--- config.mk ---
export PLATFORM = sky130hd
export DESIGN_NAME = pixel_blend_modes
export DESIGN_NICKNAME = d
export VERILOG_FILES = /design/src/design/pbm_pkg.sv /design/src/design/pbm_lane.sv /design/src/design/pbm_merge.sv /design/src/design/pixel_blend_modes.sv
export SDC_FILE = /design/constraint.sdc
export NUM_CORES = 1
export LEC_CHECK = 0
export BUFFER_PORTS_ARGS = -buffer_cell sky130_fd_sc_hd__buf_4
export CORE_MARGIN = 5
export CORE_UTILIZATION = 60
export DETAILED_ROUTE_END_ITERATION = 8
export GPL_TIMING_DRIVEN = 0
export PLACE_DENSITY_LB_ADDON = 0.12
export RECOVER_POWER = 50
export SLEW_MARGIN = 15
export SYNTH_ARGS = -nofsm -noshare
export SYNTH_HDL_FRONTEND = slang
export SYNTH_HIERARCHICAL = 1
export SYNTH_SLANG_ARGS = --single-unit
--- constraint.sdc ---
create_clock -name clock -period 17.4 [get_ports clock]
set_clock_uncertainty 0.05 [all_clocks]
set_input_delay 3.48 -clock clock [delete_from_list [all_inputs] [get_ports clock]]
set_output_delay 3.48 -clock clock [all_outputs]
set_load 0.01 [all_outputs]
--- src/design/pbm_pkg.sv ---
package pbm_pkg;

   localparam int unsigned CHAN_W  = 8;
   localparam int unsigned PROD_W  = 17;
   localparam int unsigned LANES   = 3;
   localparam int unsigned CSR_IDX_W = 4;

   localparam logic [2:0] MODE_MULTIPLY = 3'd0;
   localparam logic [2:0] MODE_SUBTRACT = 3'd1;
   localparam logic [2:0] MODE_SCREEN   = 3'd2;
   localparam logic [2:0] MODE_OVERLAY  = 3'd3;
   localparam logic [2:0] MODE_ADD      = 3'd4;
   localparam logic [2:0] MODE_SCALE    = 3'd5;
   localparam logic [2:0] MODE_COPY     = 3'd6;

   localparam logic [CSR_IDX_W-1:0] CSR_CHANNEL_SELECT = 4'd0;
   localparam logic [CSR_IDX_W-1:0] CSR_ADJUST_AMOUNT  = 4'd1;

   localparam logic [1:0] CHAN_BLUE  = 2'd0;
   localparam logic [1:0] CHAN_GREEN = 2'd1;
   localparam logic [1:0] CHAN_RED   = 2'd2;
   localparam logic [1:0] CHAN_SPARE = 2'd3;

   // How a lane turns its stored product, or its stored pass value, into a channel value.
   typedef enum logic [1:0] {
      FIN_PASS = 2'd0,
      FIN_DIV  = 2'd1,
      FIN_INV  = 2'd2,
      FIN_SAT  = 2'd3
   } finish_type;

   typedef struct packed {
      logic [2:0]        mode;
      logic [CHAN_W-1:0] top_blue;
      logic [CHAN_W-1:0] top_green;
      logic [CHAN_W-1:0] top_red;
      logic [CHAN_W-1:0] bottom_blue;
      logic [CHAN_W-1:0] bottom_green;
      logic [CHAN_W-1:0] bottom_red;
   } req_type;

   typedef struct packed {
      logic [CHAN_W-1:0] out_blue;
      logic [CHAN_W-1:0] out_green;
      logic [CHAN_W-1:0] out_red;
   } rsp_type;

   typedef struct packed {
      logic              load;
      logic [2:0]        mode;
      logic              selected;
      logic [CHAN_W-1:0] amount;
   } lane_ctrl_type;

endpackage

--- src/design/pbm_lane.sv ---
module pbm_lane (
   input  logic                          clock,
   input  pbm_pkg::lane_ctrl_type        ctrl,
   input  logic [pbm_pkg::CHAN_W-1:0]    top,
   input  logic [pbm_pkg::CHAN_W-1:0]    bottom,
   output logic [pbm_pkg::CHAN_W-1:0]    result
);

   localparam int unsigned W = pbm_pkg::CHAN_W;
   localparam int unsigned PW = pbm_pkg::PROD_W;

   logic [W-1:0]        op_a;
   logic [W-1:0]        op_b;
   logic                dbl;
   logic [2*W-1:0]      mult;
   logic [W:0]          sum;
   logic [PW-1:0]       prod_in;
   logic [PW-1:0]       prod_ff;
   logic [W-1:0]        pass_in;
   logic [W-1:0]        pass_ff;
   pbm_pkg::finish_type fin_in;
   pbm_pkg::finish_type fin_ff;

   logic [PW:0]         x;
   logic [PW:0]         x_sum;
   logic [PW-W:0]       q_est;
   logic [PW:0]         r;
   logic [PW-W:0]       q;

   assign sum = {1'b0, top} + {1'b0, ctrl.amount};

   always_comb begin
      op_a    = top;
      op_b    = bottom;
      dbl     = 1'b0;
      pass_in = '0;
      fin_in  = pbm_pkg::FIN_PASS;
      unique case (ctrl.mode)
         pbm_pkg::MODE_MULTIPLY: begin
            fin_in = pbm_pkg::FIN_DIV;
         end
         pbm_pkg::MODE_SUBTRACT: begin
            pass_in = (bottom > top) ? bottom - top : '0;
         end
         pbm_pkg::MODE_SCREEN: begin
            op_a   = ~top;
            op_b   = ~bottom;
            fin_in = pbm_pkg::FIN_INV;
         end
         pbm_pkg::MODE_OVERLAY: begin
            dbl = 1'b1;
            if (bottom[W-1]) begin
               op_a   = ~top;
               op_b   = ~bottom;
               fin_in = pbm_pkg::FIN_INV;
            end else begin
               fin_in = pbm_pkg::FIN_DIV;
            end
         end
         pbm_pkg::MODE_ADD: begin
            if (ctrl.selected) begin
               pass_in = sum[W] ? '1 : sum[W-1:0];
            end else begin
               pass_in = top;
            end
         end
         pbm_pkg::MODE_SCALE: begin
            op_b    = ctrl.amount;
            pass_in = top;
            if (ctrl.selected) begin
               fin_in = pbm_pkg::FIN_SAT;
            end
         end
         pbm_pkg::MODE_COPY: begin
            pass_in = top;
         end
         default: begin
            pass_in = '0;
         end
      endcase
   end

   assign mult    = op_a * op_b;
   assign prod_in = dbl ? {mult, 1'b0} : {1'b0, mult};

   always_ff @(posedge clock) begin
      if (ctrl.load) begin
         prod_ff <= prod_in;
         pass_ff <= pass_in;
         fin_ff  <= fin_in;
      end
   end

   // Rounded divide by 255: round(p/255) is floor((p+127)/255). The estimate
   // (x + x/256)/256 is low by at most one, so one compare corrects it.
   assign x     = {1'b0, prod_ff} + (PW+1)'(127);
   assign x_sum = x + (x >> W);
   assign q_est = x_sum[PW:W];
   assign r     = x - (({{(W-1){1'b0}}, q_est} << W) - {{(W-1){1'b0}}, q_est});
   assign q     = (r >= (PW+1)'(255)) ? q_est + 1'b1 : q_est;

   always_comb begin
      unique case (fin_ff)
         pbm_pkg::FIN_PASS: result = pass_ff;
         pbm_pkg::FIN_DIV:  result = q[W-1:0];
         pbm_pkg::FIN_INV:  result = ~q[W-1:0];
         pbm_pkg::FIN_SAT:  result = (prod_ff > PW'(255)) ? '1 : prod_ff[W-1:0];
         default:           result = '0;
      endcase
   end

endmodule

--- src/design/pbm_merge.sv ---
module pbm_merge (
   input  logic                                      clock,
   input  logic                                      reset,
   input  logic                                      in_valid,
   input  logic [2:0]                                mode,
   input  logic [pbm_pkg::CHAN_W-1:0]                copy_value,
   input  logic [pbm_pkg::LANES-1:0][pbm_pkg::CHAN_W-1:0] lane_result,
   input  logic                                      rsp_stall,
   output logic                                      advance,
   output logic                                      rsp_valid,
   output pbm_pkg::rsp_type                          rsp_data
);

   logic             rsp_valid_ff;
   logic             rsp_valid_in;
   pbm_pkg::rsp_type rsp_data_ff;
   pbm_pkg::rsp_type rsp_data_in;

   // The output register takes a new pixel whenever it is empty or its
   // pixel leaves in this cycle.
   assign advance = in_valid && (!rsp_valid_ff || !rsp_stall);

   always_comb begin
      if (mode == pbm_pkg::MODE_COPY) begin
         rsp_data_in.out_blue  = copy_value;
         rsp_data_in.out_green = copy_value;
         rsp_data_in.out_red   = copy_value;
      end else begin
         rsp_data_in.out_blue  = lane_result[pbm_pkg::CHAN_BLUE];
         rsp_data_in.out_green = lane_result[pbm_pkg::CHAN_GREEN];
         rsp_data_in.out_red   = lane_result[pbm_pkg::CHAN_RED];
      end
   end

   always_comb begin
      if (advance) begin
         rsp_valid_in = 1'b1;
      end else begin
         rsp_valid_in = rsp_valid_ff && rsp_stall;
      end
   end

   always_ff @(posedge clock) begin
      if (reset) begin
         rsp_valid_ff <= 1'b0;
      end else begin
         rsp_valid_ff <= rsp_valid_in;
      end
   end

   always_ff @(posedge clock) begin
      if (advance) begin
         rsp_data_ff <= rsp_data_in;
      end
   end

   assign rsp_valid = rsp_valid_ff;
   assign rsp_data  = rsp_data_ff;

endmodule

--- src/design/pixel_blend_modes.sv ---
// Pixel blender: combines one top and one bottom BGR pixel into one pixel.
//
// Input channel req_valid / req_stall / req_data carries the mode and both
// pixels; a transfer happens at a clock edge with valid high and stall low.
// Result channel rsp_valid / rsp_stall / rsp_data carries the blended pixel
// under the same rule. The csr_ write channel sets channel_select (index 0)
// and adjust_amount (index 1); it is always ready and should be written only
// while no pixel is in flight.
//
// Three channel lanes run side by side: the lane stage registers one 8x8
// product or pass value per lane, which is divided by 255 with rounding,
// saturated or passed on the way to a merge stage that registers the pixel.
// One pixel is taken every cycle while the receiver keeps up.
//
// When the receiver stalls, the output register holds its pixel, one more
// pixel waits in the lane stage, and then req_stall rises until the output
// moves. Synchronous reset empties the pipeline and clears both csr registers.
module pixel_blend_modes (
   input  logic                             clock,
   input  logic                             reset,
   input  logic                             req_valid,
   output logic                             req_stall,
   input  pbm_pkg::req_type                 req_data,
   output logic                             rsp_valid,
   input  logic                             rsp_stall,
   output pbm_pkg::rsp_type                 rsp_data,
   input  logic                             csr_valid,
   output logic                             csr_ready,
   input  logic [pbm_pkg::CSR_IDX_W-1:0]    csr_index,
   input  logic [pbm_pkg::CHAN_W-1:0]       csr_data
);

   localparam int unsigned W = pbm_pkg::CHAN_W;

   logic [1:0]   channel_select_ff;
   logic [W-1:0] adjust_amount_ff;
   logic [1:0]   sel;

   logic         s1_valid_ff;
   logic         s1_valid_in;
   logic [2:0]   s1_mode_ff;
   logic [W-1:0] s1_copy_ff;
   logic [W-1:0] top_sel;
   logic         accept;
   logic         advance;

   logic [pbm_pkg::LANES-1:0][W-1:0] top;
   logic [pbm_pkg::LANES-1:0][W-1:0] bottom;
   logic [pbm_pkg::LANES-1:0][W-1:0] lane_result;
   pbm_pkg::lane_ctrl_type           lane_ctrl [pbm_pkg::LANES];

   assign csr_ready = 1'b1;

   always_ff @(posedge clock) begin
      if (reset) begin
         channel_select_ff <= pbm_pkg::CHAN_BLUE;
         adjust_amount_ff  <= '0;
      end else if (csr_valid && csr_ready) begin
         if (csr_index == pbm_pkg::CSR_CHANNEL_SELECT) begin
            channel_select_ff <= csr_data[1:0];
         end else if (csr_index == pbm_pkg::CSR_ADJUST_AMOUNT) begin
            adjust_amount_ff <= csr_data;
         end
      end
   end

   // The unused channel code selects red.
   assign sel = (channel_select_ff == pbm_pkg::CHAN_SPARE) ? pbm_pkg::CHAN_RED
                                                           : channel_select_ff;

   assign top[pbm_pkg::CHAN_BLUE]     = req_data.top_blue;
   assign top[pbm_pkg::CHAN_GREEN]    = req_data.top_green;
   assign top[pbm_pkg::CHAN_RED]      = req_data.top_red;
   assign bottom[pbm_pkg::CHAN_BLUE]  = req_data.bottom_blue;
   assign bottom[pbm_pkg::CHAN_GREEN] = req_data.bottom_green;
   assign bottom[pbm_pkg::CHAN_RED]   = req_data.bottom_red;
   assign top_sel = top[sel];

   assign req_stall   = s1_valid_ff && rsp_valid && rsp_stall;
   assign accept      = req_valid && !req_stall;
   assign s1_valid_in = accept || (s1_valid_ff && !advance);

   always_ff @(posedge clock) begin
      if (reset) begin
         s1_valid_ff <= 1'b0;
      end else begin
         s1_valid_ff <= s1_valid_in;
      end
   end

   always_ff @(posedge clock) begin
      if (accept) begin
         s1_mode_ff <= req_data.mode;
         s1_copy_ff <= top_sel;
      end
   end

   for (genvar i = 0; i < pbm_pkg::LANES; i++) begin : g_lane
      assign lane_ctrl[i].load     = accept;
      assign lane_ctrl[i].mode     = req_data.mode;
      assign lane_ctrl[i].selected = (sel == 2'(i));
      assign lane_ctrl[i].amount   = adjust_amount_ff;

      pbm_lane u_lane (
         .clock  (clock),
         .ctrl   (lane_ctrl[i]),
         .top    (top[i]),
         .bottom (bottom[i]),
         .result (lane_result[i])
      );
   end

   pbm_merge u_merge (
      .clock       (clock),
      .reset       (reset),
      .in_valid    (s1_valid_ff),
      .mode        (s1_mode_ff),
      .copy_value  (s1_copy_ff),
      .lane_result (lane_result),
      .rsp_stall   (rsp_stall),
      .advance     (advance),
      .rsp_valid   (rsp_valid),
      .rsp_data    (rsp_data)
   );

   a_stall_only_when_full: assert property (@(posedge clock) disable iff (reset)
      req_stall |-> (rsp_valid && rsp_stall))
      else $error("input stalled while the pipeline has room");

   a_accept_fills_stage: assert property (@(posedge clock) disable iff (reset)
      accept |=> s1_valid_ff)
      else $error("accepted pixel did not reach the lane stage");

   a_stage_reaches_output: assert property (@(posedge clock) disable iff (reset)
      (s1_valid_ff && !rsp_stall) |=> rsp_valid)
      else $error("pixel in the lane stage did not reach the output");

   a_no_duplicate: assert property (@(posedge clock) disable iff (reset)
      (rsp_valid && !rsp_stall && !s1_valid_ff) |=> !rsp_valid)
      else $error("result repeated after its transfer");

endmodule

==> out/results.md, run 1 <==
Synth
- leading register cell type out of synthesis: sky130_fd_sc_hd__edfxtp_1
- post-synthesis mux area share: 3.58%
- area share of xor/xnor cells in the synthesized design: 9.47%
- post-synthesis cell type count: 109
- number of flops mapped to enable cells by yosys: 116
- adder and majority gate portion of the synthesized area: 27.8%
- main combinational cell family by area after synthesis: adder cells
- fraction of the mapped netlist area in simple logic gates: 18.4%
- sequential-to-total area share from yosys stat: 17.3%
- Synth Net Count: 3024
- cell area after technology mapping: 21500 um2
- #FFs+latches synth: 128
- post-synthesis area per instance: 8.42 um2
- instance count of the mapped netlist: 2551
- warning count from the yosys run: 6
- Synth async-reset ratio: 0%
- compound-gate portion of the synthesized area: 15.6%

Routing
- total detailed-routing wirelength: 55.1 mm
- first-pass iteration count of the detailed router: 5
- initial drt markers: 1191
- vias post-DR: 18400
- DR WL/cell: 17.5 um
- remaining design rule violation count: 0
- mean number of vias per cell: 5.86
- post-route antenna net violation count: 0

Critical path
- category of the worst setup path capture point: register
- R2R cell count: 30
- cell with the biggest individual delay on the critical path: sky130_fd_sc_hd__a221oi_1
- peak fanout along the critical path: 19
- crit-path most repeated cell: sky130_fd_sc_hd__o21ai_0
- delay of the slowest critical-path stage: 0.88 ns
- count of buffer and inverter cells on the critical path: 5
- cell family contributing the most delay on the critical path: compound AO/OA/AOI/OAI gates
- type of the setup path with the least slack: in -> reg
- critical path depth in cells: 26
- worst path arrival time: 10.95 ns
- Startpoint Class: input port
- worst path required time: 17.50 ns

Finish
- Antenna Cells: 0
- final std cells w/o fill: 3140
- net count of the finished layout: 3139
- fraction of layout cells with a size suffix above 1: 8.36%
- commonest cells after routing, fill and taps aside: 371 x sky130_fd_sc_hd__inv_1, 285 x sky130_fd_sc_hd__ha_1, 279 x sky130_fd_sc_hd__nand2_1, 233 x sky130_fd_sc_hd__nor2_1, 145 x sky130_fd_sc_hd__xnor2_1
- Core Util, Final: 65.7%
- most common library cell in the layout ignoring fill and taps: sky130_fd_sc_hd__inv_1
- area added between synthesis and finish: 8.56%

Floorplanning
- die width: 199 um
- area of the die: 39700 um2
- number of top-level design ports: 95
- area of the core region: 35500 um2
- floorplan row count: 69
- initial cell density of the core: 60.5%
- Vert. Die Dim: 199 um

Timing
- max-slew violation count: 95
- crit path time final: 10.85 ns
- period utilisation layout: 62.4%
- maximum operating frequency: 0.0921 GHz
- Relative slew margins: -128%
- RSZ-0062 raised after global routing: no
- transition at the pin with the smallest max-transition slack: 3.42 ns
- count of final hold-check violations: 0
- Setup TNS Final: 0 ns
- number of setup violations in the final report: 0

CTS
- clock slew seen by the registers of the worst setup and hold paths: 0.06 ns
- worst-case clock buffer depth: 2
- clock buffer count from CTS: 17
- total clock sinks: 128
- worst-skew pair later-pin latency: 0.42 ns
- H-tree depth: 4
- Post-CTS Setup Bufs: 0
- root cell of the clock tree: sky130_fd_sc_hd__clkbuf_16
- PostCTS Resize Cnt: 0
- CTS tree: yes
- post-cts hold buffer count: 0

Placement
- Port-buffer cells: 93
- global placement routability congestion: 0.967
- number of placed instances with taps included: 3107
- final HPWL from detailed placement: 46.0 mm

GRT
- global-route wire length before repair: 90.8 mm
- number of antenna violations at the first check in global routing: 0
- total routing usage reported by global routing: 27.9%
- pin count of the biggest net entering global routing: 67
- gr ovfl total: 0
- vias in the first global route: 18400

Power
- power density cells: 219 nW/um2
- static leakage power: 11.2 nW
- Max IR drop VDD: 0.000331 V

Outcome
- failing checks: max-capacitance violations, max-slew violations
- outcome: finished with violations

Hold path
- path type of the worst min-delay path: reg -> reg
- cell depth of the worst min-delay path: 2

Flow run
- max-cap violations: 2

## per-stage QoR
stage / total power [W] / hold WS [ns] / setup slack (ns) / instance area [um2]
2_1_floorplan: 0.00380 / 0.399 / 7.89 / 21500
3_3_place_gp: 0.00458 / 0.412 / 6.88 / 22800
3_5_place_dp: 0.00468 / 0.425 / 6.61 / 22800
4_1_cts: 0.00508 / 0.433 / 7.03 / 23400
5_1_grt: 0.00565 / 0.476 / 6.08 / 23300
6_report: 0.00511 / 0.431 / 6.55 / 23300
## cell usage after synthesis (13+ instances only)
cell type / number / share of area [%]
sky130_fd_sc_hd__edfxtp_1: 116 / 16
sky130_fd_sc_hd__nor3b_1: 13 / 0.45
sky130_fd_sc_hd__ha_1: 285 / 17
sky130_fd_sc_hd__a21o_1: 52 / 1.8
sky130_fd_sc_hd__nor3_1: 35 / 0.82
sky130_fd_sc_hd__xor2_1: 68 / 2.8
sky130_fd_sc_hd__nand2b_1: 48 / 1.4
sky130_fd_sc_hd__o221ai_1: 26 / 1.1
sky130_fd_sc_hd__and3_1: 22 / 0.64
sky130_fd_sc_hd__nand2_1: 279 / 4.9
sky130_fd_sc_hd__nor2_1: 233 / 4.1
sky130_fd_sc_hd__a21oi_1: 89 / 2.1
sky130_fd_sc_hd__nand3_1: 37 / 0.86
sky130_fd_sc_hd__nand4_1: 20 / 0.58
sky130_fd_sc_hd__mux2i_1: 39 / 1.8
sky130_fd_sc_hd__clkbuf_1: 42 / 0.73
sky130_fd_sc_hd__fa_1: 120 / 11
sky130_fd_sc_hd__o21ai_0: 112 / 2.6
sky130_fd_sc_hd__a221oi_1: 16 / 0.65
sky130_fd_sc_hd__a31oi_1: 14 / 0.41
sky130_fd_sc_hd__mux2_4: 20 / 1.4
sky130_fd_sc_hd__inv_1: 371 / 6.5
sky130_fd_sc_hd__o21ai_1: 19 / 0.44
sky130_fd_sc_hd__or2_2: 20 / 0.58
sky130_fd_sc_hd__nor2b_1: 31 / 0.90
sky130_fd_sc_hd__a22oi_1: 24 / 0.84
sky130_fd_sc_hd__xnor2_1: 145 / 5.9
## flip-flops by register name (all words and copies together) (netlist names)
register               flops
u_merge/rsp_valid          1
s1_copy_ff                 8
g_lane.u_lane/prod_ff     51
s1_valid_ff                1
adjust_amount_ff           8
s1_mode_ff                 3
channel_select_ff          2
u_merge/rsp_data          24
g_lane.u_lane/pass_ff     24
g_lane.u_lane/fin_ff       6
## final cells by class
type                    instances  area (um2)
multi-input cells            1991       16100
fillers                      3001       12200
flip-flops and latches        128        3720
inverters                     372        1400
repair buffers                 96         658
well taps                     461         577
clock buffers                  17         425
plain buffers                  60         278
clock inverters                15         185
## path summary, 6_finish.rpt
kind / startpoint / slack, ns / to
hold reg to reg: channel_select_ff[0]$_SDFFE_PP0P_ / 0.43 / channel_select_ff[0]$_SDFFE_PP0P_
setup reg to reg: g_lane[0].u_lane/prod_ff[0]$_SDFFCE_PN0P_ / 8.83 / u_merge/rsp_data[20]$_DFFE_PP_
setup / recovery: req_data[49] / 6.55 / g_lane[2].u_lane/prod_ff[15]$_DFFE_PP_
hold / removal: channel_select_ff[0]$_SDFFE_PP0P_ / 0.43 / channel_select_ff[0]$_SDFFE_PP0P_
## metal layers
metal  vias to the layer above  part of all wire [%]  track usage, %
met5                         -                     0               0
met4                         0                   2.9            8.16
met3                        98                   5.7            3.51
met2                       582                    48            48.1
met1                      8751                    44            37.1
li1                       8980                     -               -
## power breakdown
part	total (W)	internal (W)	switching, W	leakage (nW)
Clock	0.000365	0.000227	0.000138	0.288
Combinational	0.00418	0.00180	0.00238	9.69
Sequential	0.000564	0.000471	0.0000926	1.25
## worst register-to-register path, delay by kind of cell (launching register included)
| family | cells | cell delay, ns |
|---|---|---|
| compound gates | 11 | 2.32 |
| fa+ha+maj | 5 | 1.74 |
| simple gates | 5 | 1.71 |
| xor+xnor | 3 | 0.98 |
| flops | 1 | 0.52 |
| buf+inv | 4 | 0.51 |
| mux | 2 | 0.49 |
## cell families after synthesis
kind of cell             after synthesis
adder cells (fa/ha/maj)              405
AO/OA/AOI/OAI                        483
flip-flops                           128
XOR/XNOR                             222
AND/OR/NAND/NOR                      814
multiplexers                          66
other                                  1
buffers and inverters                432
Power figures use the tool's default switching activity.
==> run 2: changes to the inputs <==
--- a/config.mk
+++ b/config.mk
@@ -7,7 +7,7 @@
 export LEC_CHECK = 0
 export BUFFER_PORTS_ARGS = -buffer_cell sky130_fd_sc_hd__buf_4
 export CORE_MARGIN = 5
-export CORE_UTILIZATION = 60
+export CORE_UTILIZATION = 59
 export DETAILED_ROUTE_END_ITERATION = 8
 export GPL_TIMING_DRIVEN = 0
 export PLACE_DENSITY_LB_ADDON = 0.12
==> constraint.sdc (replaced) <==
create_clock -name clock -period 8.9 [get_ports clock]
set_clock_uncertainty 0.05 [all_clocks]
set_input_delay 1.78 -clock clock [delete_from_list [all_inputs] [get_ports clock]]
set_output_delay 1.78 -clock clock [all_outputs]
set_load 0.01 [all_outputs]
==> run 2 against run 1 <==
The run still ends with max-capacitance violations, max-slew violations left. Design area rose by 0.24%. Via count shrank 0.42%. Flip-flop and latch count did not move. Count of clock-buffer cells in the layout stayed put. Utilization decreased by 0.32 points. Wire length rose by 0.31%. Setup slack lost 6.1 ns. Largest cell class unchanged. Largest power group unchanged.
==> out/results.md, run 2 (synthesis gave the netlist of run 1 again) <==
Power
- Net Sw Frac: 51.1%
- net switching power figure: 0.00511 W
- Combinational Power Share: 81.5%
- power density cells: 428 nW/um2
- static leakage power: 11.3 nW
- clock power share: 7.5%
- Max IR drop VDD: 0.000301 V
- share of power burned in registers: 11.0%
- internal power summed over all cells: 0.00490 W

Finish
- net count of the finished layout: 3140
- number of flip-flops in the largest register: 51
- fraction of layout cells with a size suffix above 1: 8.77%
- commonest cells after routing, fill and taps aside: 371 x sky130_fd_sc_hd__inv_1, 285 x sky130_fd_sc_hd__ha_1, 279 x sky130_fd_sc_hd__nand2_1, 233 x sky130_fd_sc_hd__nor2_1, 145 x sky130_fd_sc_hd__xnor2_1
- register containing the most flip-flops in the final layout: g_lane.u_lane/prod_ff
- area added between synthesis and finish: 8.81%
- most common library cell in the layout ignoring fill and taps: sky130_fd_sc_hd__inv_1
- Antenna Cells: 0
- Core Util, Final: 65.4%

Timing
- RSZ-0062 raised after global routing: no
- number of setup violations in the final report: 0
- max-slew violation count: 95
- crit path time final: 8.47 ns
- count of final hold-check violations: 0
- hold slack final: 0.435 ns
- transition at the pin with the smallest max-transition slack: 3.35 ns
- Relative slew margins: -123%
- maximum operating frequency: 0.118 GHz
- period utilisation layout: 95.1%

Floorplanning
- Vert. Die Dim: 201 um
- initial cell density of the core: 60.1%
- floorplan row count: 69
- number of top-level design ports: 95
- die width: 201 um
- area of the die: 40300 um2
- area of the core region: 35700 um2

CTS
- H-tree depth: 4
- total clock sinks: 128
- worst-skew pair later-pin latency: 0.43 ns
- clock slew seen by the registers of the worst setup and hold paths: 0.07 ns
- root cell of the clock tree: sky130_fd_sc_hd__clkbuf_16
- worst-case clock buffer depth: 2
- CTS tree: yes
- Post-CTS Setup Bufs: 0
- post-cts hold buffer count: 0
- clock buffer count from CTS: 17

Critical path
- source of the worst register-to-register timing path: g_lane[1].u_lane/prod_ff[0]$_SDFFCE_PN0P_
- cell family contributing the most delay on the critical path: compound AO/OA/AOI/OAI gates
- worst path required time: 9.03 ns
- peak fanout along the critical path: 10
- launch point of the critical path: req_data[48]
- cell with the biggest individual delay on the critical path: sky130_fd_sc_hd__a221oi_1
- count of buffer and inverter cells on the critical path: 6
- critical path depth in cells: 26
- R2R cell count: 31
- delay of the slowest critical-path stage: 0.97 ns
- type of the setup path with the least slack: in -> reg
- worst path arrival time: 8.60 ns
- Startpoint Class: input port
- category of the worst setup path capture point: register

Hold path
- cell depth of the worst min-delay path: 2
- path type of the worst min-delay path: reg -> reg
- min-delay src: channel_select_ff[0]$_SDFFE_PP0P_

Routing
- remaining design rule violation count: 0
- vias post-DR: 18300
- DR WL/cell: 17.6 um
- initial drt markers: 1368
- mean number of vias per cell: 5.84
- first-pass iteration count of the detailed router: 6
- total detailed-routing wirelength: 55.2 mm
- post-route antenna net violation count: 0

Placement
- Port-buffer cells: 93
- final HPWL from detailed placement: 46.2 mm
- global placement routability congestion: 0.995

GRT
- number of antenna violations at the first check in global routing: 0
- pin count of the biggest net entering global routing: 66
- global-route wire length before repair: 90.6 mm
- vias in the first global route: 18100
- total routing usage reported by global routing: 27.0%
- gr ovfl total: 0

Outcome
- outcome: finished with violations
- failing checks: max-capacitance violations, max-slew violations

Flow run
- max-cap violations: 2

## run 2: cell types whose count changed in the layout (fill, tap and decap cells not counted), sizes merged
cell      change
clkinvlp      -1
clkinv        -1
bufinv        +1
inv           +1
clkbuf        -1
buf           +2
## run 2: path summary, 6_finish.rpt
kind / endpoint / slack [ns]
setup / recovery: g_lane[1].u_lane/prod_ff[15]$_DFFE_PP_ / 0.43
hold / removal: channel_select_ff[0]$_SDFFE_PP0P_ / 0.44
setup reg to reg: u_merge/rsp_data[9]$_DFFE_PP_ / 0.53
hold reg to reg: channel_select_ff[0]$_SDFFE_PP0P_ / 0.44
## run 2: per-layer routing
layer / up-vias / track usage, % / routed length [um]
met1: 8715 / 36.6 / 24500
met2: 549 / 46.2 / 26200
met4: 0 / 7.99 / 1550
met3: 75 / 2.62 / 2930
met5: - / 0 / 0
li1: 8994 / - / -
## run 2: worst min-delay path, delay by kind of cell, from the launching register on
family | cells | cell delay [ns]
DFF | 1 | 0.31
and+or+nand+nor | 1 | 0.06
muxes | 1 | 0.06
## run 2: area by class of cell
type	count	area, um2
Sequential cell	128	3720
Clock buffer	17	425
Clock inverter	15	205
Multi-Input combinational cell	1991	16100
Fill cell	3094	12400
Buffer	60	284
Inverter	372	1400
Tap cell	461	577
Timing Repair Buffer	97	674
## run 2: metrics by stage
step	cell area (um2)	cells	TNS, ns	setup WS, ns	power (W)
after global placement	22800	3105	0	0.110	0.00896
after floorplan	21500	2551	0	1.09	0.00742
after detailed placement	22800	3107	-0.00430	-0.00430	0.00915
after CTS	23500	3139	0	0.258	0.00999
final	23400	3141	0	0.432	0.0100
after global routing	23400	3141	0	0.00281	0.0111
## run 2: power groups by stage
stage | clock network, W | registers, W | logic (W)
after floorplan | 0 | 0.00106 | 0.00637
after global placement | 0 | 0.00110 | 0.00786
after detailed placement | 0 | 0.00111 | 0.00805
after CTS | 0.000763 | 0.00109 | 0.00813
after global routing | 0.000794 | 0.00111 | 0.00917
final | 0.000754 | 0.00110 | 0.00815
## run 2: what timing repair did
| item | 4_1_cts | 5_1_grt |
|---|---|---|
| hold endpoints to repair | 0 | 0 |
| resized for setup | 0 | 14 |
| setup endpoints to repair | 0 | 15 |
